**config.mk**
```make
export PLATFORM = sky130hd
export DESIGN_NAME = aspool_ram
export DESIGN_NICKNAME = d
export VERILOG_FILES = /design/src/hdl/aspool_ram.sv
export SDC_FILE = /design/constraint.sdc
export NUM_CORES = 1
export LEC_CHECK = 0
export ABC_AREA = 1
export BUFFER_PORTS_ARGS = -buffer_cell sky130_fd_sc_hd__buf_2
export CAP_MARGIN = 20
export CELL_PAD_IN_SITES_DETAIL_PLACEMENT = 0
export CELL_PAD_IN_SITES_GLOBAL_PLACEMENT = 1
export CORE_ASPECT_RATIO = 0.9
export CORE_UTILIZATION = 45
export CTS_CLUSTER_SIZE = 14
export DETAILED_ROUTE_END_ITERATION = 6
export PLACE_DENSITY_LB_ADDON = 0.1
export SLEW_MARGIN = 10
export SYNTH_ARGS = -nofsm -noshare
export SYNTH_HDL_FRONTEND = slang
export SYNTH_SLANG_ARGS = --single-unit
```
**constraint.sdc**
```tcl
create_clock -name clock -period 3 [get_ports clock]
set_input_delay 0.15 -clock clock [delete_from_list [all_inputs] [get_ports clock]]
set_output_delay 0.15 -clock clock [all_outputs]
set_load 0.1 [all_outputs]
```
**src/hdl/aspool_ram.sv**
```systemverilog
// Generic simple dual-port RAM: one write port, one read port, registered read.
// No dependencies.
`default_nettype none

module aspool_ram #(
   parameter int WIDTH = 8,
   parameter int DEPTH = 32,
   localparam int AW = $clog2(DEPTH)
) (
   input  wire logic             clock,
   input  wire logic             wr_en,
   input  wire logic [AW-1:0]    wr_addr,
   input  wire logic [WIDTH-1:0] wr_data,
   input  wire logic [AW-1:0]    rd_addr,
   output logic      [WIDTH-1:0] rd_data
);

   logic [WIDTH-1:0] mem_ff [DEPTH];
   logic [WIDTH-1:0] rd_data_ff;

   always_ff @(posedge clock) begin
      if (wr_en) begin
         mem_ff[wr_addr] <= wr_data;
      end
      rd_data_ff <= mem_ff[rd_addr];
   end

   assign rd_data = rd_data_ff;

endmodule

`default_nettype wire

```
==> qor.txt <==
DR iter-0 viols: 592
FF+latch area: 7848 µm²
Std cell rows: 53
Hold WC Path Type: input pin to register
RSZ-0062 raised after global routing: false
Sequential share of power: 0.524
Area of the multi-input gates: 2492 µm²
WL/cell: 20.64 µm
CTS Buffer Depth: 3
Worst-Margin Slew: 0.9769 ns
Post-synth cell types: 12
Worst Setup End Kind: register
Max Fanout on Critical Path: 8
Routed WL: 26070 µm
Hold Violations, Final: 0
Logic pwr share: 0.073
Clock Latency Late Sink: 0.53 ns
Input/output buffers: 27
DRC viols: 0
Drt pass-1 iters: 5
Sw Share: 0.2239
Clk root buf: clkbuf_16
Area growth, synth to finish: 9.918%
Most frequent cells in the layout: 360 x nand2_1, 256 x edfxtp_1, 204 x nand3_1, 32 x nor2_1, 27 x clkbuf_16
Final Slew Violations: 0
Post-synthesis cell area: 10790 µm²
Pin count of the biggest net entering global routing: 65
Clock power frac: 0.403
Slowest-stage cell, CP: nor2_1
Clk pin slew, worst setup/hold paths: 0.06 ns
Overall Power: 7.858 mW
GPL Wtd Cong: 0.7767
Synthesized instance count: 922
Vias: 6831
Synthesized area per cell: 11.70 µm²
Tmin final: 1.514 ns
CTS Buf Count: 27
Core area: 23410 µm²
Largest stage delay, worst path: 0.90 ns
Starting density of the core: 0.4608
Initial antenna violation count: 0
Fin nets: 961
Vias in the first global route: 6739
Worst slew margin: 0.3463
I/O pins: 28
Total Routing Usage GR: 0.2240
N_diodes: 0
Syn_nets: 942
FF+latch count, synth: 264
Ys Warns: 0
Gr ovfl total: 0
Required time of the worst setup path: 3.13 ns
Hpwl dp: 15030 µm
Final instance area: 11860 µm²
Die Y: 148.9 µm
Crit path launch type: input pin
Leakage power: 4.363 nW
First-pass GRT wire length: 40340 µm
Die W: 165.2 µm
Sw power: 1.759 mW
Final period util: 0.5046
Sink Count: 264
Final setup vio count: 0
Util after Layout: 0.5065
Cell Chain, Critical Path: buf_2, inv_1, nand3_1, nor2_1
Setup TNS: 0 ns
Antenna viol nets, final: 0
DR vias/cell: 5.409
Sequential area share after synthesis: 0.7275
Critical path type: input pin to register
FILL cells: 2083
Share of post-route cells with drive strength above 1: 0.07908
Layout Skew: 0.01433 ns
Max Clk Rate: 660.6 MHz
CP Buf/Inv Count: 2
PwrDens: 662.8 nW/µm²
Placed cell area: 11010 µm²
Power Internal: 6.099 mW
CP arrival: 1.65 ns
Total die area: 24590 µm²
CTS tree: built
Outcome: finished clean
Most common cell after layout, fill and taps aside: nand2_1
CP top delay family: simple AND/OR/NAND/NOR gates
MaxCap Viol Count: 0
H-tree depth: 1
VDD IR max: 0.4456 mV
[layer usage]
metal | track usage | part of all wire
met3 | 0.03142 | 0.049
met5 | 0 | 0
met2 | 0.3387 | 0.45
met1 | 0.3419 | 0.48
met4 | 0.05275 | 0.021
[area by class of cell]
cell class                      count  area share
Clock inverter                      8    0.007176
Inverter                           10    0.003377
Clock buffer                       41     0.06311
Timing Repair Buffer               42     0.02237
Sequential cell                   264      0.6619
Multi-Input combinational cell    596      0.2102
Tap cell                          302     0.03187
[kinds of logic (layout without fill, tap and decap cells)]
| family | count (synthesis) | after routing | synth area share |
|---|---|---|---|
| and+or+nand+nor | 596 | 596 | 0.2311 |
| DFF | 264 | 264 | 0.7275 |
| buffers and inverters | 62 | 101 | 0.04141 |
[flip-flops by register name (all words and copies together), names as in the netlist]
signal / cells
mem_ff: 256
rd_data: 8
[worst paths after layout]
check                                from                 endpoint  slack [ns]  depth (start not counted)
hold / removal                 rd_addr[3]       rd_data[7]$_DFF_P_        0.15                          5
hold reg to reg   mem_ff[18][3]$_DFFE_PP_       rd_data[3]$_DFF_P_        0.77                          8
setup / recovery               wr_addr[0]  mem_ff[16][1]$_DFFE_PP_        1.49                          4
setup reg to reg  mem_ff[27][3]$_DFFE_PP_       rd_data[3]$_DFF_P_        1.80                          8
[worst min-delay path: stages]
cell and delay [ns]:
buf_2 0.21, nand2_1 0.11, nand2_1 0.05, nand2_1 0.05, nand2_1 0.04
[synthesized netlist by cell type]
cell      count  share of area
inv_1         8         0.0028
edfxtp_1    256           0.71
nor2_1       32          0.011
clkbuf_1      7         0.0024
buf_1         2        0.00070
buf_6        24          0.025
buf_4         4         0.0028
buf_2        15         0.0070
dfxtp_1       8          0.015
inv_2         2        0.00070
nand2_1     360           0.13
nand3_1     204          0.095
[repair_timing]
action,4_1_cts,5_1_grt
setup buffers,0,0
endpoints found under the hold margin,7,0
resized for setup,0,0
hold buffers,1,0
[metrics by stage]
stage	hold WS (ns)	setup WS, ns	instances
6_report	0.1466	1.486	1263
5_1_grt	0.1731	1.334	1263
4_1_cts	0.1287	1.481	1263
3_5_place_dp	0.5051	0.9601	1213
3_3_place_gp	0.5019	0.9942	1213
2_1_floorplan	0.2489	1.816	922
[power groups by stage]
stage               Combinational, mW  Sequential [mW]  Clock, mW
floorplan                       0.295             4.29          0
global placement                0.567             4.20          0
detailed placement              0.572             4.20          0
CTS                             0.575             4.12       3.22
global route                    0.628             4.12       3.36
finish                          0.570             4.12       3.17
Power figures use the tool's default switching activity.
