**config.mk**
```make
export PLATFORM = sky130hd
export DESIGN_NAME = aspool_seq
export DESIGN_NICKNAME = d
export VERILOG_FILES = /design/src/hdl/aspool_pkg.sv /design/src/hdl/aspool_seq.sv
export SDC_FILE = /design/constraint.sdc
export NUM_CORES = 1
export LEC_CHECK = 0
export CAP_MARGIN = 0
export CORE_MARGIN = 4
export CORE_UTILIZATION = 45
export CTS_BUF_LIST = sky130_fd_sc_hd__clkbuf_8
export CTS_CLUSTER_DIAMETER = 80
export DETAILED_ROUTE_END_ITERATION = 10
export DONT_BUFFER_PORTS = 1
export PLACE_DENSITY = 0.58
export SYNTH_ARGS = -nofsm -noshare
export SYNTH_HDL_FRONTEND = slang
export SYNTH_SLANG_ARGS = --single-unit
```
**constraint.sdc**
```tcl
create_clock -name clock -period 2.2 [get_ports clock]
set_input_delay 0.22 -clock clock [delete_from_list [all_inputs] [get_ports clock]]
set_output_delay 0.22 -clock clock [all_outputs]
set_load 0.02 [all_outputs]
```
**src/hdl/aspool_pkg.sv**
```systemverilog
// Shared types and constants for the aging slot pool.
// Used by aspool_age_unit, aspool_seq and the top level; no dependencies.
`default_nettype none

package aspool_pkg;

   localparam int AGE_W        = 24;
   localparam int SLOT_FIELD_W = 5;
   localparam int MASK_W       = 32;
   localparam int EXTRA_W      = 76;

   localparam logic [AGE_W-1:0] AGE_MAX         = 24'hFF_FFFF;
   localparam logic [AGE_W-1:0] GRACE_AGE_LIMIT = 24'd100;

   localparam logic OP_ADD  = 1'b0;
   localparam logic OP_TICK = 1'b1;

   localparam logic [1:0] GRACE_NONE  = 2'd0;
   localparam logic [1:0] GRACE_ARMED = 2'd1;
   localparam logic [1:0] GRACE_LAST  = 2'd2;

   // floor(lifetime * 7 / 20) as (lifetime * GRACE_MUL) >> GRACE_SHIFT
   localparam int               GRACE_SHIFT = 30;
   localparam logic [28:0]      GRACE_MUL   = 29'd375809639;
   localparam int               PROD_W      = AGE_W + GRACE_SHIFT;

   typedef struct packed {
      logic        operation;
      logic [23:0] elapsed;
      logic [23:0] start_age;
      logic [23:0] lifetime;
      logic        grace_style;
      logic [31:0] payload_tag;
      logic        follow_muzzle;
      logic [2:0]  weapon_kind;
      logic [31:0] seed;
      logic [7:0]  player_index;
   } req_type;

   typedef struct packed {
      logic [4:0]  chosen_slot;
      logic        evicted;
      logic [31:0] active_mask;
   } rsp_type;

   typedef struct packed {
      logic accept;
      logic issue;
      logic s1_valid;
      logic s2_valid;
      logic commit;
      logic finish;
   } ctl_type;

   typedef enum logic [1:0] {
      ST_IDLE,
      ST_SCAN,
      ST_COMMIT,
      ST_DONE
   } state_type;

endpackage

`default_nettype wire

```
**src/hdl/aspool_seq.sv**
```systemverilog
// Sequencer: request handshake, slot walk counter, pipeline valids, response valid.
// Depends on aspool_pkg.
`default_nettype none

module aspool_seq #(
   parameter int POOL_SLOTS = 32,
   localparam int IW = $clog2(POOL_SLOTS),
   localparam int CW = $clog2(POOL_SLOTS + 1)
) (
   input  wire logic                clock,
   input  wire logic                reset,
   input  wire logic                req_valid,
   input  wire logic                op_tick,
   input  wire logic                rsp_stall,
   output logic                     req_stall,
   output logic                     rsp_valid,
   output aspool_pkg::ctl_type      ctl,
   output logic [IW-1:0]            rd_idx,
   output logic [IW-1:0]            s1_idx,
   output logic [IW-1:0]            s2_idx
);

   aspool_pkg::state_type state_ff, state_in;
   logic [CW-1:0]         cnt_ff, cnt_in;
   logic                  s1_vld_ff, s1_vld_in;
   logic                  s2_vld_ff, s2_vld_in;
   logic [IW-1:0]         s1_idx_ff, s1_idx_in;
   logic [IW-1:0]         s2_idx_ff, s2_idx_in;
   logic                  rsp_valid_ff, rsp_valid_in;
   logic                  walk_done;

   assign walk_done = (cnt_ff == CW'(POOL_SLOTS)) && !s1_vld_ff && !s2_vld_ff;

   always_comb begin
      state_in = state_ff;
      case (state_ff)
         aspool_pkg::ST_IDLE: begin
            if (req_valid) begin
               state_in = aspool_pkg::ST_SCAN;
            end
         end
         aspool_pkg::ST_SCAN: begin
            if (walk_done) begin
               state_in = op_tick ? aspool_pkg::ST_DONE : aspool_pkg::ST_COMMIT;
            end
         end
         aspool_pkg::ST_COMMIT: begin
            state_in = aspool_pkg::ST_DONE;
         end
         aspool_pkg::ST_DONE: begin
            if (!rsp_valid_ff || !rsp_stall) begin
               state_in = aspool_pkg::ST_IDLE;
            end
         end
         default: begin
            state_in = aspool_pkg::ST_IDLE;
         end
      endcase
   end

   always_comb begin
      req_stall    = (state_ff != aspool_pkg::ST_IDLE);
      ctl.accept   = req_valid && (state_ff == aspool_pkg::ST_IDLE);
      ctl.issue    = (state_ff == aspool_pkg::ST_SCAN) && (cnt_ff < CW'(POOL_SLOTS));
      ctl.s1_valid = s1_vld_ff;
      ctl.s2_valid = s2_vld_ff;
      ctl.commit   = (state_ff == aspool_pkg::ST_COMMIT);
      ctl.finish   = (state_ff == aspool_pkg::ST_DONE) && (!rsp_valid_ff || !rsp_stall);
   end

   always_comb begin
      cnt_in       = cnt_ff;
      if (ctl.accept) begin
         cnt_in = '0;
      end else if (ctl.issue) begin
         cnt_in = cnt_ff + CW'(1);
      end
      s1_vld_in    = ctl.issue;
      s1_idx_in    = cnt_ff[IW-1:0];
      s2_vld_in    = s1_vld_ff;
      s2_idx_in    = s1_idx_ff;
      rsp_valid_in = ctl.finish || (rsp_valid_ff && rsp_stall);
   end

   always_ff @(posedge clock) begin
      if (reset) begin
         state_ff     <= aspool_pkg::ST_IDLE;
         cnt_ff       <= '0;
         s1_vld_ff    <= 1'b0;
         s2_vld_ff    <= 1'b0;
         rsp_valid_ff <= 1'b0;
      end else begin
         state_ff     <= state_in;
         cnt_ff       <= cnt_in;
         s1_vld_ff    <= s1_vld_in;
         s2_vld_ff    <= s2_vld_in;
         rsp_valid_ff <= rsp_valid_in;
      end
      s1_idx_ff <= s1_idx_in;
      s2_idx_ff <= s2_idx_in;
   end

   assign rsp_valid = rsp_valid_ff;
   assign rd_idx    = cnt_ff[IW-1:0];
   assign s1_idx    = s1_idx_ff;
   assign s2_idx    = s2_idx_ff;

   a_finish_loads: assert property (@(posedge clock) disable iff (reset)
      ctl.finish |=> (state_ff == aspool_pkg::ST_IDLE) && rsp_valid_ff)
      else $error("finish did not load the response");

   a_idle_drained: assert property (@(posedge clock) disable iff (reset)
      (state_ff == aspool_pkg::ST_IDLE) |-> !s1_vld_ff && !s2_vld_ff)
      else $error("slot pipeline busy while idle");

   a_commit_after_walk: assert property (@(posedge clock) disable iff (reset)
      ctl.commit |-> (cnt_ff == CW'(POOL_SLOTS)) && $past(state_ff == aspool_pkg::ST_SCAN))
      else $error("commit before the slot walk finished");

endmodule

`default_nettype wire

```
==> impl_metrics.yaml <==
synth:
  synth_edf_count: 0
  ys_seq_area_share_pct: 49.9
  post_synth_inst_count: 83
  synthTopCellsByArea: "dfxtp_1 (50%), ha_1 (10%), buf_4 (7.1%), nor2_1 (4.9%), inv_1 (3.1%)"
  synthDistinctLibCells: 28
  syn-cell-area_um2: 843
  yosys_warnings: 0
  synth_top_area_share_pct: 49.9
  synth_nets: 95
  synthFlopType: "dfxtp_1"
  ys_seq_elements: 21
  synth-async-reset-ratio_pct: 0
  avgSynthCellArea_um2: 10.2
  synth_top_area_cell: "dfxtp_1"
sta:
  holdWs_ns: 0.0258
  clock_skew_ns: 0.00384
  slew_viol_final: 0
  slew_headroom_pct: 54.7
  period_share_pct: 74.7
  period_needed_ns: 1.64
  setup_viol: 0
  tightest_slew_ns: 0.673
  hold_violations: 0
  fmax_mhz: 608
  fin_setup_tns_ns: 0
  fin_ws_ns: 0.556
  rsz0062_at_grt: "false"
power_and_ir_drop:
  p_seq_share_pct: 44.7
  ir_drop_v: 0.000552
  finalPower_mw: 1.13
  power_switching_uw: 436
  swShare_pct: 38.4
  clockPowerShare_pct: 21.2
  pwr-share-comb_pct: 34.1
  p_per_area_nw_per_um2: 1310
  p_int_uw: 699
  leakagePower_nw: 0.351
global_route:
  overflow: 0
  grt_max_degree: 12
  grt_pass1_wl_mm: 1.99
  grt_pass1_vias: 433
  antenna_found_initial: 0
  grtUsageTotal_pct: 10.5
finish:
  drive_gt1_share_pct: 11.4
  final_cell_mix: "dfxtp_1 (21), nor2_1 (11), inv_1 (8), ha_1 (7)"
  antenna_cells: 0
  layout_commonest_cell: "dfxtp_1"
  layout.cells.non_filler: 104
  nets: 92
  syn2layout_area_growth_pct: 2.67
floorplanning:
  die_h_um: 51.3
  die_w_um: 51.3
  rows: 15
  io-pin-count: 28
  die_area_um2: 2630
  core-area_um2: 1750
  initial_core_util_pct: 48.3
cts:
  clk_path_buf_depth: 2
  insertion_delay_ns: 0.26
  cts.repair.resized: 0
  cts_hold_buf: 0
  cts.sinks: 21
  clk_pin_slew_ns: 0.07
  cts_tree: "done"
  htreeDepth: 1
  cts_root_buffer: "clkbuf_8"
  cts_buffers: 3
  post_cts_buffers: 0
placement:
  io_buffers: 0
  post-dp-hpwl_um: 991
  post-place-ws_ns: 0.641
  placed_cells: 100
  gp_congestion: 0.652
worst_hold_path:
  hold_class: "input pin to flip-flop"
  worstHoldPathCells: 1
  worstHoldStart: "reset"
  hold_path_end: "state_ff[0]$_SDFFE_PP0P_"
critical_path:
  worstSetupPathType: "flip-flop to output pin"
  setup.worst_path.start_class: "flip-flop"
  r2r_setup_slack_ns: 0.63
  regToRegEndpoint: "state_ff[0]$_SDFFE_PP0P_"
  critPathRequiredTime_ns: 1.98
  r2r_cells: 6
  cp.arrival_ns: 1.42
  worstPathMaxFanout: 4
  r2r_start: "state_ff[1]$_SDFFE_PP0P_"
  end_kind: "output pin"
flow_run:
  drv_cap: 0
routing:
  route.vias.total: 508
  drt-total-wl_mm: 1.35
  drtAntennaViolNets: 0
  via_per_inst: 4.88
  drtIter0Drc: 4
  wire_per_inst_um: 12.9
  drc: 0
  drt_pass1_iterations: 4
run_status:
  outcome: "finished, final reports clean"
worst max-delay path by stage:
stage / startpoint / to / slack, ns / depth (start not counted)
after CTS: state_ff[1]$_SDFFE_PP0P_ / ctl[0] / 0.56 / 2
final: state_ff[1]$_SDFFE_PP0P_ / ctl[0] / 0.56 / 2
after global routing: state_ff[1]$_SDFFE_PP0P_ / ctl[0] / 0.48 / 2
after detailed placement: state_ff[1]$_SDFFE_PP0P_ / state_ff[0]$_SDFFE_PP0P_ / 0.64 / 6
after global placement: state_ff[1]$_SDFFE_PP0P_ / state_ff[0]$_SDFFE_PP0P_ / 0.70 / 6
after floorplan: state_ff[0]$_SDFFE_PP0P_ / cnt_ff[5]$_SDFFE_PP0P_ / 0.77 / 6
registers in the layout, indices dropped and copies added, names as in the netlist:
name	flops
s2_vld_ff	1
cnt_ff	6
state_ff	2
s2_idx	5
s1_idx	5
rsp_valid	1
s1_vld_ff	1
logic make-up (layout without fill, tap and decap cells):
logic type / after synthesis / count (layout) / share of synthesized area [%]
AO/OA/AOI/OAI: 10 / 10 / 9.05
flip-flops: 21 / 21 / 49.9
buffers and inverters: 17 / 13 / 11.3
AND/OR/NAND/NOR: 24 / 24 / 15.3
adder cells (fa/ha/maj): 7 / 7 / 10.4
XOR/XNOR: 4 / 4 / 4.16
Yosys cell counts (all sizes together) (2+ instances only):
cell type,instances
dfxtp,21
nor2,11
buf,9
ha,7
inv,7
xor2,3
a21oi,2
a41oi,2
nand4,2
nor2b,2
nor3,2
nor3b,2
o21ai,2
cell type report:
type | instances | area [um^2]
well taps | 25 | 31.3
clock inverters | 1 | 3.75
repair buffers | 2 | 15.0
multi-input cells | 45 | 328
inverters | 7 | 26.3
flip-flops and latches | 21 | 420
clock buffers | 3 | 41.3
fillers | 158 | 880
through the flow:
stage	util [%]	instance area [um^2]
2_1_floorplan	-	843
3_3_place_gp	47.0	821
3_5_place_dp	47.0	821
4_1_cts	49.6	866
5_1_grt	49.6	866
6_report	49.6	866
routing by layer:
| layer | vias to the layer above | share of wire [%] | GRT usage, % |
|---|---|---|---|
| li1 | 256 | - | - |
| met5 | - | 0 | 0 |
| met1 | 229 | 48 | 12.4 |
| met4 | 0 | 0.52 | 5.24 |
| met3 | 2 | 11 | 6.71 |
| met2 | 21 | 41 | 14.4 |
worst max-delay path, stage by stage, from the launching register on:
cell	delay, ns
dfxtp_1	0.40
ha_1	0.20
a21boi_0	0.57
power by group through the flow:
stage	Sequential, mW	Combinational, mW	Clock [mW]
final	0.507	0.387	0.241
after global routing	0.513	0.435	0.260
after detailed placement	0.516	0.393	0
after floorplan	0.501	0.361	0
after global placement	0.514	0.383	0
after CTS	0.507	0.394	0.249
(Power assumes the default switching activity.)
